--- src/hdl/lpg_pkg.sv ---
// ----------------------------------------------------------------------------
// lpg_pkg
// Shared types and constants for the lidar point gate: register indexes,
// reset values, control-word fields and rejection reason codes.
// ----------------------------------------------------------------------------
package lpg_pkg;

    // Configuration register file
    localparam int unsigned CFG_IDX_WIDTH  = 3;
    localparam int unsigned CFG_DATA_WIDTH = 48;

    typedef enum logic [CFG_IDX_WIDTH-1:0] {
        REG_MIN_RANGE_SQ  = 3'd0,
        REG_MAX_RANGE_SQ  = 3'd1,
        REG_Z_WINDOW      = 3'd2,
        REG_CONTROL_WORD  = 3'd3,
        REG_BODY_BOX_LOW  = 3'd4,
        REG_BODY_BOX_HIGH = 3'd5,
        REG_HOOD_BOX_LOW  = 3'd6,
        REG_HOOD_BOX_HIGH = 3'd7
    } t_reg_index;

    localparam int unsigned RANGE_WIDTH = 32;
    localparam int unsigned ZWIN_WIDTH  = 32;
    localparam int unsigned CTRL_WIDTH  = 19;
    localparam int unsigned BOX_WIDTH   = 48;
    localparam int unsigned BOUND_WIDTH = 16;   // one signed axis bound

    localparam logic [RANGE_WIDTH-1:0] MIN_RANGE_SQ_RST = 32'd10000;
    localparam logic [RANGE_WIDTH-1:0] MAX_RANGE_SQ_RST = 32'd36000000;
    localparam logic [ZWIN_WIDTH-1:0]  Z_WINDOW_RST     = 32'd19726036; // -300 .. 300
    localparam logic [CTRL_WIDTH-1:0]  CONTROL_WORD_RST = 19'd65541;    // eps 5, origin on
    localparam logic [BOX_WIDTH-1:0]   BOX_RST          = 48'd0;

    // Control word fields
    localparam int unsigned CTRL_EPS_WIDTH  = 16;
    localparam int unsigned CTRL_ORIGIN_BIT = 16;
    localparam int unsigned CTRL_BODY_BIT   = 17;
    localparam int unsigned CTRL_HOOD_BIT   = 18;

    // Rejection reasons, first failing check wins
    typedef enum logic [2:0] {
        RSN_KEPT      = 3'd0,
        RSN_NONFINITE = 3'd1,
        RSN_ORIGIN    = 3'd2,
        RSN_RANGE     = 3'd3,
        RSN_Z         = 3'd4,
        RSN_BOX       = 3'd5
    } t_reason;

    // Per-point check results carried from the compare stage to the result stage
    typedef struct packed {
        logic nonfinite;
        logic origin_hit;
        logic z_fail;
        logic box_hit;
    } t_check_flags;

endpackage

--- src/hdl/lidar_point_gate_top.sv ---
// ----------------------------------------------------------------------------
// lidar_point_gate_top
// Per-point lidar gate: non-finite, origin cube, squared-range window,
// z window and two exclusion boxes, reporting keep and the first reason.
// ----------------------------------------------------------------------------
// The gate takes one point beat per clock while o_stall is low and returns
// exactly one result beat per point, in order. A point passes three register
// stages (input capture, squaring and bound compares, range sum and reason
// select) on its way out; throughput is one point per cycle while the output
// is not stalled. Each stage advances whenever it is empty or its
// successor advances, so bubbles are squeezed out and a new point is taken
// while a finished result waits on a stalled consumer. Checks apply in fixed
// order and all bounds are inclusive; the coordinates pass through unchanged
// for kept and rejected points alike. Write configuration only while the
// pipeline is empty: the stages read the registers live.
// ----------------------------------------------------------------------------
module lidar_point_gate_top #(
    parameter int unsigned COORD_WIDTH = 16
) (
    input  logic                                  i_clk,
    input  logic                                  i_rst_n,
    // configuration write port
    input  logic                                  i_cfg_we,
    input  logic [lpg_pkg::CFG_IDX_WIDTH-1:0]     i_cfg_index,
    input  logic [lpg_pkg::CFG_DATA_WIDTH-1:0]    i_cfg_wdata,
    // point input channel
    input  logic                                  i_valid,
    output logic                                  o_stall,
    input  logic signed [COORD_WIDTH-1:0]         i_px,
    input  logic signed [COORD_WIDTH-1:0]         i_py,
    input  logic signed [COORD_WIDTH-1:0]         i_pz,
    input  logic                                  i_is_finite,
    // result output channel
    output logic                                  o_valid,
    input  logic                                  i_stall,
    output logic                                  o_keep,
    output logic [2:0]                            o_reject_reason,
    output logic signed [COORD_WIDTH-1:0]         o_qx,
    output logic signed [COORD_WIDTH-1:0]         o_qy,
    output logic signed [COORD_WIDTH-1:0]         o_qz
);

    // Compare width: wide enough for a coordinate and for a 16-bit bound.
    localparam int unsigned EW   = (COORD_WIDTH > lpg_pkg::BOUND_WIDTH) ?
                                   COORD_WIDTH : lpg_pkg::BOUND_WIDTH;
    localparam int unsigned SQW  = 2 * COORD_WIDTH;
    localparam int unsigned SUMW = SQW + 2;
    localparam int unsigned CMPW = (SUMW > lpg_pkg::RANGE_WIDTH) ?
                                   SUMW : lpg_pkg::RANGE_WIDTH;
    localparam int unsigned BW   = lpg_pkg::BOUND_WIDTH;

    // ------------------------------------------------------------------
    // Configuration registers
    // ------------------------------------------------------------------
    logic [lpg_pkg::RANGE_WIDTH-1:0] r_min_range_sq;
    logic [lpg_pkg::RANGE_WIDTH-1:0] r_max_range_sq;
    logic [lpg_pkg::ZWIN_WIDTH-1:0]  r_z_window;
    logic [lpg_pkg::CTRL_WIDTH-1:0]  r_control_word;
    logic [lpg_pkg::BOX_WIDTH-1:0]   r_body_box_low;
    logic [lpg_pkg::BOX_WIDTH-1:0]   r_body_box_high;
    logic [lpg_pkg::BOX_WIDTH-1:0]   r_hood_box_low;
    logic [lpg_pkg::BOX_WIDTH-1:0]   r_hood_box_high;

    always_ff @(posedge i_clk) begin
        if (!i_rst_n) begin
            r_min_range_sq  <= lpg_pkg::MIN_RANGE_SQ_RST;
            r_max_range_sq  <= lpg_pkg::MAX_RANGE_SQ_RST;
            r_z_window      <= lpg_pkg::Z_WINDOW_RST;
            r_control_word  <= lpg_pkg::CONTROL_WORD_RST;
            r_body_box_low  <= lpg_pkg::BOX_RST;
            r_body_box_high <= lpg_pkg::BOX_RST;
            r_hood_box_low  <= lpg_pkg::BOX_RST;
            r_hood_box_high <= lpg_pkg::BOX_RST;
        end else if (i_cfg_we) begin
            // truncate the write data to each register's width
            case (lpg_pkg::t_reg_index'(i_cfg_index))
                lpg_pkg::REG_MIN_RANGE_SQ:  r_min_range_sq  <= i_cfg_wdata[lpg_pkg::RANGE_WIDTH-1:0];
                lpg_pkg::REG_MAX_RANGE_SQ:  r_max_range_sq  <= i_cfg_wdata[lpg_pkg::RANGE_WIDTH-1:0];
                lpg_pkg::REG_Z_WINDOW:      r_z_window      <= i_cfg_wdata[lpg_pkg::ZWIN_WIDTH-1:0];
                lpg_pkg::REG_CONTROL_WORD:  r_control_word  <= i_cfg_wdata[lpg_pkg::CTRL_WIDTH-1:0];
                lpg_pkg::REG_BODY_BOX_LOW:  r_body_box_low  <= i_cfg_wdata[lpg_pkg::BOX_WIDTH-1:0];
                lpg_pkg::REG_BODY_BOX_HIGH: r_body_box_high <= i_cfg_wdata[lpg_pkg::BOX_WIDTH-1:0];
                lpg_pkg::REG_HOOD_BOX_LOW:  r_hood_box_low  <= i_cfg_wdata[lpg_pkg::BOX_WIDTH-1:0];
                lpg_pkg::REG_HOOD_BOX_HIGH: r_hood_box_high <= i_cfg_wdata[lpg_pkg::BOX_WIDTH-1:0];
                default: ;
            endcase
        end
    end

    // ------------------------------------------------------------------
    // Stage enables: a stage advances when it is empty or its successor
    // advances. The output stage advances when empty or when the consumer
    // takes the beat.
    // ------------------------------------------------------------------
    logic r_v1, r_v2, r_v3;
    logic en1, en2, en3;

    assign en3     = !r_v3 || !i_stall;
    assign en2     = !r_v2 || en3;
    assign en1     = !r_v1 || en2;
    assign o_stall = !en1;

    always_ff @(posedge i_clk) begin
        if (!i_rst_n) begin
            r_v1 <= 1'b0;
            r_v2 <= 1'b0;
            r_v3 <= 1'b0;
        end else begin
            if (en1) begin
                r_v1 <= i_valid;
            end
            if (en2) begin
                r_v2 <= r_v1;
            end
            if (en3) begin
                r_v3 <= r_v2;
            end
        end
    end

    // ------------------------------------------------------------------
    // Stage 1: capture the point beat
    // ------------------------------------------------------------------
    logic signed [COORD_WIDTH-1:0] r1_px, r1_py, r1_pz;
    logic                          r1_fin;

    always_ff @(posedge i_clk) begin
        if (en1) begin
            r1_px  <= i_px;
            r1_py  <= i_py;
            r1_pz  <= i_pz;
            r1_fin <= i_is_finite;
        end
    end

    // ------------------------------------------------------------------
    // Stage 2: magnitudes, squares and all bound compares but range
    // ------------------------------------------------------------------
    logic [COORD_WIDTH-1:0]  mag_x, mag_y, mag_z;
    logic [SQW-1:0]          n_sq_x, n_sq_y, n_sq_z;
    logic signed [EW-1:0]    ex_x, ex_y, ex_z;
    logic signed [EW-1:0]    z_min, z_max;
    logic [EW-1:0]           eps;
    logic                    body_in, hood_in;
    lpg_pkg::t_check_flags   n_flags;

    // |v| fits in COORD_WIDTH unsigned bits, the most negative value too
    assign mag_x = r1_px[COORD_WIDTH-1] ? (~r1_px + 1'b1) : r1_px;
    assign mag_y = r1_py[COORD_WIDTH-1] ? (~r1_py + 1'b1) : r1_py;
    assign mag_z = r1_pz[COORD_WIDTH-1] ? (~r1_pz + 1'b1) : r1_pz;

    assign n_sq_x = SQW'(mag_x) * SQW'(mag_x);
    assign n_sq_y = SQW'(mag_y) * SQW'(mag_y);
    assign n_sq_z = SQW'(mag_z) * SQW'(mag_z);

    // sign-extend point and bounds to a common compare width
    assign ex_x  = EW'(r1_px);
    assign ex_y  = EW'(r1_py);
    assign ex_z  = EW'(r1_pz);
    assign z_min = EW'($signed(r_z_window[BW-1:0]));
    assign z_max = EW'($signed(r_z_window[2*BW-1:BW]));
    assign eps   = EW'(r_control_word[lpg_pkg::CTRL_EPS_WIDTH-1:0]);

    // box containment; an inverted axis never contains a point
    always_comb begin
        body_in = 1'b1;
        hood_in = 1'b1;
        if (ex_x < EW'($signed(r_body_box_low[BW-1:0]))      ||
            ex_x > EW'($signed(r_body_box_high[BW-1:0]))     ||
            ex_y < EW'($signed(r_body_box_low[2*BW-1:BW]))   ||
            ex_y > EW'($signed(r_body_box_high[2*BW-1:BW]))  ||
            ex_z < EW'($signed(r_body_box_low[3*BW-1:2*BW])) ||
            ex_z > EW'($signed(r_body_box_high[3*BW-1:2*BW]))) begin
            body_in = 1'b0;
        end
        if (ex_x < EW'($signed(r_hood_box_low[BW-1:0]))      ||
            ex_x > EW'($signed(r_hood_box_high[BW-1:0]))     ||
            ex_y < EW'($signed(r_hood_box_low[2*BW-1:BW]))   ||
            ex_y > EW'($signed(r_hood_box_high[2*BW-1:BW]))  ||
            ex_z < EW'($signed(r_hood_box_low[3*BW-1:2*BW])) ||
            ex_z > EW'($signed(r_hood_box_high[3*BW-1:2*BW]))) begin
            hood_in = 1'b0;
        end
    end

    always_comb begin
        n_flags.nonfinite  = !r1_fin;
        n_flags.origin_hit = r_control_word[lpg_pkg::CTRL_ORIGIN_BIT] &&
                             (EW'(mag_x) <= eps) && (EW'(mag_y) <= eps) &&
                             (EW'(mag_z) <= eps);
        n_flags.z_fail     = (ex_z < z_min) || (ex_z > z_max);
        n_flags.box_hit    = (r_control_word[lpg_pkg::CTRL_BODY_BIT] && body_in) ||
                             (r_control_word[lpg_pkg::CTRL_HOOD_BIT] && hood_in);
    end

    logic [SQW-1:0]                r2_sq_x, r2_sq_y, r2_sq_z;
    lpg_pkg::t_check_flags         r2_flags;
    logic signed [COORD_WIDTH-1:0] r2_px, r2_py, r2_pz;

    always_ff @(posedge i_clk) begin
        if (en2) begin
            r2_sq_x  <= n_sq_x;
            r2_sq_y  <= n_sq_y;
            r2_sq_z  <= n_sq_z;
            r2_flags <= n_flags;
            r2_px    <= r1_px;
            r2_py    <= r1_py;
            r2_pz    <= r1_pz;
        end
    end

    // ------------------------------------------------------------------
    // Stage 3: exact squared range, window compare, first-fail select
    // ------------------------------------------------------------------
    logic [SUMW-1:0]    range_sq;
    logic               range_fail;
    lpg_pkg::t_reason   n_reason;

    assign range_sq   = SUMW'(r2_sq_x) + SUMW'(r2_sq_y) + SUMW'(r2_sq_z);
    assign range_fail = (CMPW'(range_sq) < CMPW'(r_min_range_sq)) ||
                        (CMPW'(range_sq) > CMPW'(r_max_range_sq));

    always_comb begin
        if (r2_flags.nonfinite) begin
            n_reason = lpg_pkg::RSN_NONFINITE;
        end else if (r2_flags.origin_hit) begin
            n_reason = lpg_pkg::RSN_ORIGIN;
        end else if (range_fail) begin
            n_reason = lpg_pkg::RSN_RANGE;
        end else if (r2_flags.z_fail) begin
            n_reason = lpg_pkg::RSN_Z;
        end else if (r2_flags.box_hit) begin
            n_reason = lpg_pkg::RSN_BOX;
        end else begin
            n_reason = lpg_pkg::RSN_KEPT;
        end
    end

    logic                          r3_keep;
    lpg_pkg::t_reason              r3_reason;
    logic signed [COORD_WIDTH-1:0] r3_qx, r3_qy, r3_qz;

    // hold the result while the consumer stalls
    always_ff @(posedge i_clk) begin
        if (en3) begin
            r3_keep   <= (n_reason == lpg_pkg::RSN_KEPT);
            r3_reason <= n_reason;
            r3_qx     <= r2_px;
            r3_qy     <= r2_py;
            r3_qz     <= r2_pz;
        end
    end

    assign o_valid         = r_v3;
    assign o_keep          = r3_keep;
    assign o_reject_reason = r3_reason;
    assign o_qx            = r3_qx;
    assign o_qy            = r3_qy;
    assign o_qz            = r3_qz;

endmodule

--- config.mk ---
export PLATFORM = sky130hd
export DESIGN_NAME = lidar_point_gate_top
export DESIGN_NICKNAME = d
export VERILOG_FILES = /design/src/hdl/lpg_pkg.sv /design/src/hdl/lidar_point_gate_top.sv
export SDC_FILE = /design/constraint.sdc
export NUM_CORES = 2
export LEC_CHECK = 0
export BUFFER_PORTS_ARGS = -buffer_cell sky130_fd_sc_hd__clkbuf_2
export CAP_MARGIN = 10
export CORE_ASPECT_RATIO = 1.75
export CORE_MARGIN = 2
export CORE_UTILIZATION = 36
export DETAILED_ROUTE_END_ITERATION = 6
export SKIP_CTS_REPAIR_TIMING = 1
export SYNTH_ARGS = -nofsm -noshare
export SYNTH_HDL_FRONTEND = slang
export SYNTH_SLANG_ARGS = --single-unit
--- constraint.sdc ---
create_clock -name i_clk -period 9.8 [get_ports i_clk]
set_input_delay 0.49 -clock i_clk [delete_from_list [all_inputs] [get_ports i_clk]]
set_output_delay 0.49 -clock i_clk [all_outputs]
set_load 0.005 [all_outputs]
# Yosys cells after proc, flatten, opt, wreduce, memory -nomap -nowiden
# Cells that the tools add are included.
[totals]
reg_bits = 559
latch_bits = 0
ram_bits = 0
mem_bits_ro = 0
in_bits = 105
out_inout_bits = 54
wordCells = 114
memories = 0
[op_classes]
add_sub_neg = 5
multipliers = 3
div = 0
n_lt_le_gt_ge = 19
n_eq_ne = 7
shifts = 0
mux = 10
n_bitwise = 3
reduce_logical = 37
[ops]
columns = ["cell", "count"]
rows = [
  ["16-bit > comparator", 7],
  ["16-bit less-than comparator", 7],
  ["16-bit by 16-bit multiplier with 32-bit output", 3],
  ["16-bit by 1-bit adder with 16-bit output, second input constant", 3],
  ["16-bit less-or-equal comparator", 3],
  ["16-bit two-way mux", 3],
  ["16-bit NOT", 3],
  ["33-bit by 32-bit adder with 34-bit output", 1],
  ["34-bit by 32-bit > comparator with 1-bit output", 1],
  ["34-bit by 32-bit less-than comparator with 1-bit output", 1],
  ["32-bit by 32-bit adder with 33-bit output", 1],
  ["1-bit logical OR", 16],
  ["2-bit AND reduction", 8],
  ["3-bit two-way mux", 5],
  ["3-bit equality test, second input constant", 4],
  ["3-bit by 2-bit equality test with 1-bit output, second input constant", 2],
  ["1-bit logical NOT", 6],
  ["3-bit logical NOT", 2],
  ["1-bit logical AND", 5],
  ["3-bit by 1-bit equality test with 1-bit output, second input constant", 1],
  ["1-bit two-way mux", 2],
]

# Depth between registers and ports, before layout
[logic_depth]
depth_word = 9
ltp_mapped = 32
depth_no_buf = 30

# Worst setup path after synthesis
# No wires, ideal clock.
[synth_path]
path_type = "reg2reg"
start = "register r1_py[0] (netlist: ex_y[0])"
end = "register r2_sq_y[22], data pin"
setup_ps = 260
arrival_ps = 8546
required_ps = 9540
path_slack_ps = 994
stages_incl_launch_ff = 31
path_buffers = 1
synth_period_minus_slack_ps = 8806
cell_sequence = "edfxtp_1 clkinv_1 clkbuf_1 ha_1 or3b_2 or4_1 and2_1 xnor2_1 nor2_1 fa_1 inv_1 fa_1 inv_1 fa_1 inv_1 fa_1 inv_1 fa_1 inv_1 fa_1 inv_1 ha_1 a2111oi_0 and2_1 a211oi_1 a311o_1 a211oi_1 a21oi_1 a21o_1 a221oi_2 xnor2_1"
[synth_via]
elab_chain_len = 4
[synth_rtl]
columns = ["element", "line_no", "rtl"]
rows = [
  ["start: declaration", "lidar_point_gate_top.sv:124", "logic signed [COORD_WIDTH-1:0] r1_px, r1_py, r1_pz;"],
  ["start signal: assignment", "lidar_point_gate_top.sv:130", "r1_py <= i_py;"],
  ["16-bit NOT", "lidar_point_gate_top.sv:149", "assign mag_y = r1_py[COORD_WIDTH-1] ? (~r1_py + 1'b1) : r1_py;"],
  ["16-bit by 1-bit adder with 16-bit output", "lidar_point_gate_top.sv:149", ""],
  ["16-bit two-way mux (*)", "lidar_point_gate_top.sv:149", ""],
  ["16-bit by 16-bit multiplier with 32-bit output (*)", "lidar_point_gate_top.sv:153", "assign n_sq_y = SQW'(mag_y) * SQW'(mag_y);"],
  ["via n_sq_y[22]", "lidar_point_gate_top.sv:140", "logic [SQW-1:0] n_sq_x, n_sq_y, n_sq_z;"],
  ["end signal: assignment", "lidar_point_gate_top.sv:203", "r2_sq_y <= n_sq_y;"],
  ["end: declaration", "lidar_point_gate_top.sv:196", "logic [SQW-1:0] r2_sq_x, r2_sq_y, r2_sq_z;"],
]
# Mark *: on every way through the listed nets, which the timed path passes. The rest lies on a longest branch.
# A chain may end at the register's enable or synchronous reset.

# Worst setup path after layout
[layout_path]
start = "register r1_py[1] (netlist: ex_y[1])"
end = "register r2_sq_y[22], data pin"
# The elaborated chain is that of the path after synthesis.

==> impl_metrics.py <==
metrics = {
    "status": {
        "status": "finished, final reports clean",
    },
    "floorplanning": {
        "die_h_um": 501,
        "io_pins": 159,
        "die-area_sq_um": 145000,
        "rows": 182,
        "chipWidth_um": 288,
        "start_util_pct": 36.2,
        "core-area_sq_um": 141000,
    },
    "worst_setup_path": {
        "end_kind": "register",
        "crit_cells": 30,
        "cp.buffers_inverters": 8,
        "worst_path_max_delay_cell": "fa_1",
        "arrival_ns": 9.30,
        "reg2reg_from": "ex_y[1]",
        "start_kind": "register",
        "critPathCapture": "r2_sq_y[22]",
        "r2r-end": "r2_sq_y[22]",
        "crit_fanout": 9,
        "crit_path_frequent_cell": "inv_1",
        "crit_path_max_incr_delay_ns": 0.58,
        "cp_top_family": "adder cells",
        "reg2reg_depth": 30,
        "critPathKind": "register to register",
        "critPathLaunch": "ex_y[1]",
        "required_ns": 10.18,
        "regToRegSetupSlack_ns": 0.88,
    },
    "drt": {
        "antenna_left": 0,
        "wire_per_inst_um": 21.0,
        "firstDrtPassIters": 6,
        "drt_iter0_drc": 1808,
        "drt-total-wl_um": 157000,
        "drc": 0,
        "vias": 38446,
        "viasPerCell": 5.12,
    },
    "layout": {
        "multiInputGateArea_sq_um": 33000,
        "regArea_sq_um": 13500,
        "fin_nets": 6903,
        "n_fill_cell": 13906,
        "areaGrowthSynthToFinish_pct": 9.87,
        "drive_gt1_share_pct": 6.93,
    },
    "global_route": {
        "grt_pass1_wl_um": 241000,
        "grt_pass1_vias": 40988,
        "grt_max_degree": 116,
        "grt_use_total_pct": 22.1,
        "grt_overflow_total": 0,
        "antenna_found_initial": 4,
    },
    "placement": {
        "gp_congestion": 0.928,
        "dp_hpwl_um": 126000,
        "port_buffers": 158,
    },
    "timing": {
        "worst_pin_slew_ns": 1.29,
        "drv_slew": 0,
        "fmax_mhz": 112,
        "skew_ns": 0.0330,
        "tns_ns": 0,
        "hold_viol": 0,
        "period_share_pct": 91.0,
        "rsz0062_at_grt": "false",
        "final.min_clock_period_ns": 8.92,
        "setup_violations": 0,
        "max-slew-margin-rel_pct": 12.8,
    },
    "synth": {
        "synth-async-reset-ratio_pct": 0,
        "ys_types": 91,
        "ys_ff_latch": 553,
        "yosys_warnings": 0,
        "netlist_instances": 5460,
        "yosysSeqAreaShare_pct": 26.5,
        "synth_flop_cell": "dfxtp_1",
        "avgSynthCellArea_sq_um": 9.32,
        "syn_area_sq_um": 50900,
        "synth_edf_count": 243,
    },
    "min_path": {
        "whs_path_depth": 1,
        "hold_class": "input port to register",
    },
    "clocking": {
        "cts_root_buffer": "clkbuf_16",
        "htree_num_levels": 2,
        "cts_buffer_depth": 3,
        "cts_tree": "done",
        "cts.sink_count": 553,
        "numCtsBuffers": 51,
        "cts.clk_slew.worst_paths_ns": 0.07,
        "worstSkewPairLatency_ns": 0.64,
    },
    "flow_run": {
        "cap_viol_max_count": 0,
    },
}
==> area by class of cell <==
| cell class | instances | area share (%) |
|---|---|---|
| Sequential cell | 553 | 24.1 |
| Inverter | 1038 | 6.98 |
| Clock inverter | 28 | 0.577 |
| Tap cell | 1840 | 4.12 |
| Antenna cell | 3 | 0.0134 |
| Timing Repair Buffer | 246 | 2.61 |
| Multi-Input combinational cell | 3734 | 59.0 |
| Clock buffer | 68 | 2.58 |
==> synthesized netlist by cell type, types with 12 or more instances <==
cell type,n,area (sq um)
clkbuf_1,138,518
nand2b_1,37,231
dfxtp_1,310,6210
inv_1,1018,3820
nand2_1,841,3160
a21boi_0,282,2120
o21ai_0,122,611
a21o_1,160,1200
buf_4,17,128
o31ai_1,20,150
nor2b_1,42,263
clkinv_1,16,60.1
nand4_1,72,450
fa_1,522,10500
and2_1,18,113
o211ai_1,34,255
ha_1,652,8160
a21oi_1,195,976
o21bai_1,14,105
nor2_1,243,912
edfxtp_1,243,7300
nor3_1,29,145
xnor2_1,102,893
nand3_1,33,165
o21a_1,26,195
xor2_1,59,517
and3_1,12,75.1
a211oi_1,20,150
==> metrics by stage <==
stage               util, %  worst slack, ns  area (sq um)  hold WS [ns]  instances
finish                 39.8            0.882         55900        0.0271       7510
global route           39.8            0.266         55900        0.0246       7510
CTS                    39.8            0.869         55900      -0.00166       7507
detailed placement     38.6            0.905         54200         0.405       7411
global placement       38.6             1.09         54200         0.401       7411
floorplan                 -            0.994         51000         0.400       5494
==> worst register-to-register path, delay by kind of cell, from the launching register on <==
family          cells  cell delay (ns)
xor+xnor            2             0.24
compound gates      7             2.04
simple gates        5             1.56
fa+ha+maj           8             3.63
flops               1             0.55
buf+inv             8             0.66
==> cells by family after synthesis <==
logic type / share of synthesized area, %
AND/OR/NAND/NOR: 11.7
buffers and inverters: 9.04
adder cells (fa/ha/maj): 36.5
AO/OA/AOI/OAI: 13.0
flip-flops: 26.5
XOR/XNOR: 2.95
multiplexers: 0.150
other: 0.0148
==> cell usage in the layout (no fill, tap or decap), drive strengths merged, types with 8 or more instances in the layout <==
master / n
a21oi: 195
fa: 522
ha: 652
nand2: 843
a21boi: 282
o41ai: 8
or2: 8
o211ai: 34
and3: 14
nand3: 33
o21bai: 14
nand4: 72
nand2b: 37
a221oi: 10
o31ai: 20
nor3: 30
o21a: 26
buf: 89
a21o: 160
clkinv: 28
dfxtp: 310
nor2b: 42
xnor2: 103
and2: 19
xor2: 63
edfxtp: 243
clkbuf: 225
inv: 1033
a211oi: 20
or4: 14
o21ai: 123
nor2: 243
conb: 36
a2111oi: 11
==> worst min path at each step <==
stage	endpoint	startpoint	slack [ns]
3_5_place_dp	o_qx[14]	r2_px[14]	0.41
2_1_floorplan	o_qx[10]	r2_px[10]	0.40
3_3_place_gp	o_qz[5]	r2_pz[5]	0.40
4_1_cts	ex_z[9]	i_pz[9]	-0.002
5_1_grt	ex_x[3]	i_px[3]	0.02
6_report	ex_x[2]	i_px[2]	0.03
==> layer usage <==
metal	part of all wire [%]	GRT usage, %	vias to the layer above
met4	9.1	16.9	2
met3	3.5	1.88	437
met5	0.0089	0	-
li1	-	-	18019
met1	33	21.6	19008
met2	54	42.5	980
==> flip-flops by register name (all words and copies together) (netlist names), 19 cells and up <==
signal           flops
r_control_word      19
r_hood_box_low      48
r2_sq_z             31
r_z_window          32
r_max_range_sq      32
r_body_box_high     48
r2_sq_x             31
r_hood_box_high     48
r2_sq_y             31
r_min_range_sq      32
r_body_box_low      48
Power is not shown: default switching activity piles up to over one toggle a cycle in this logic, so the estimate is an artifact.
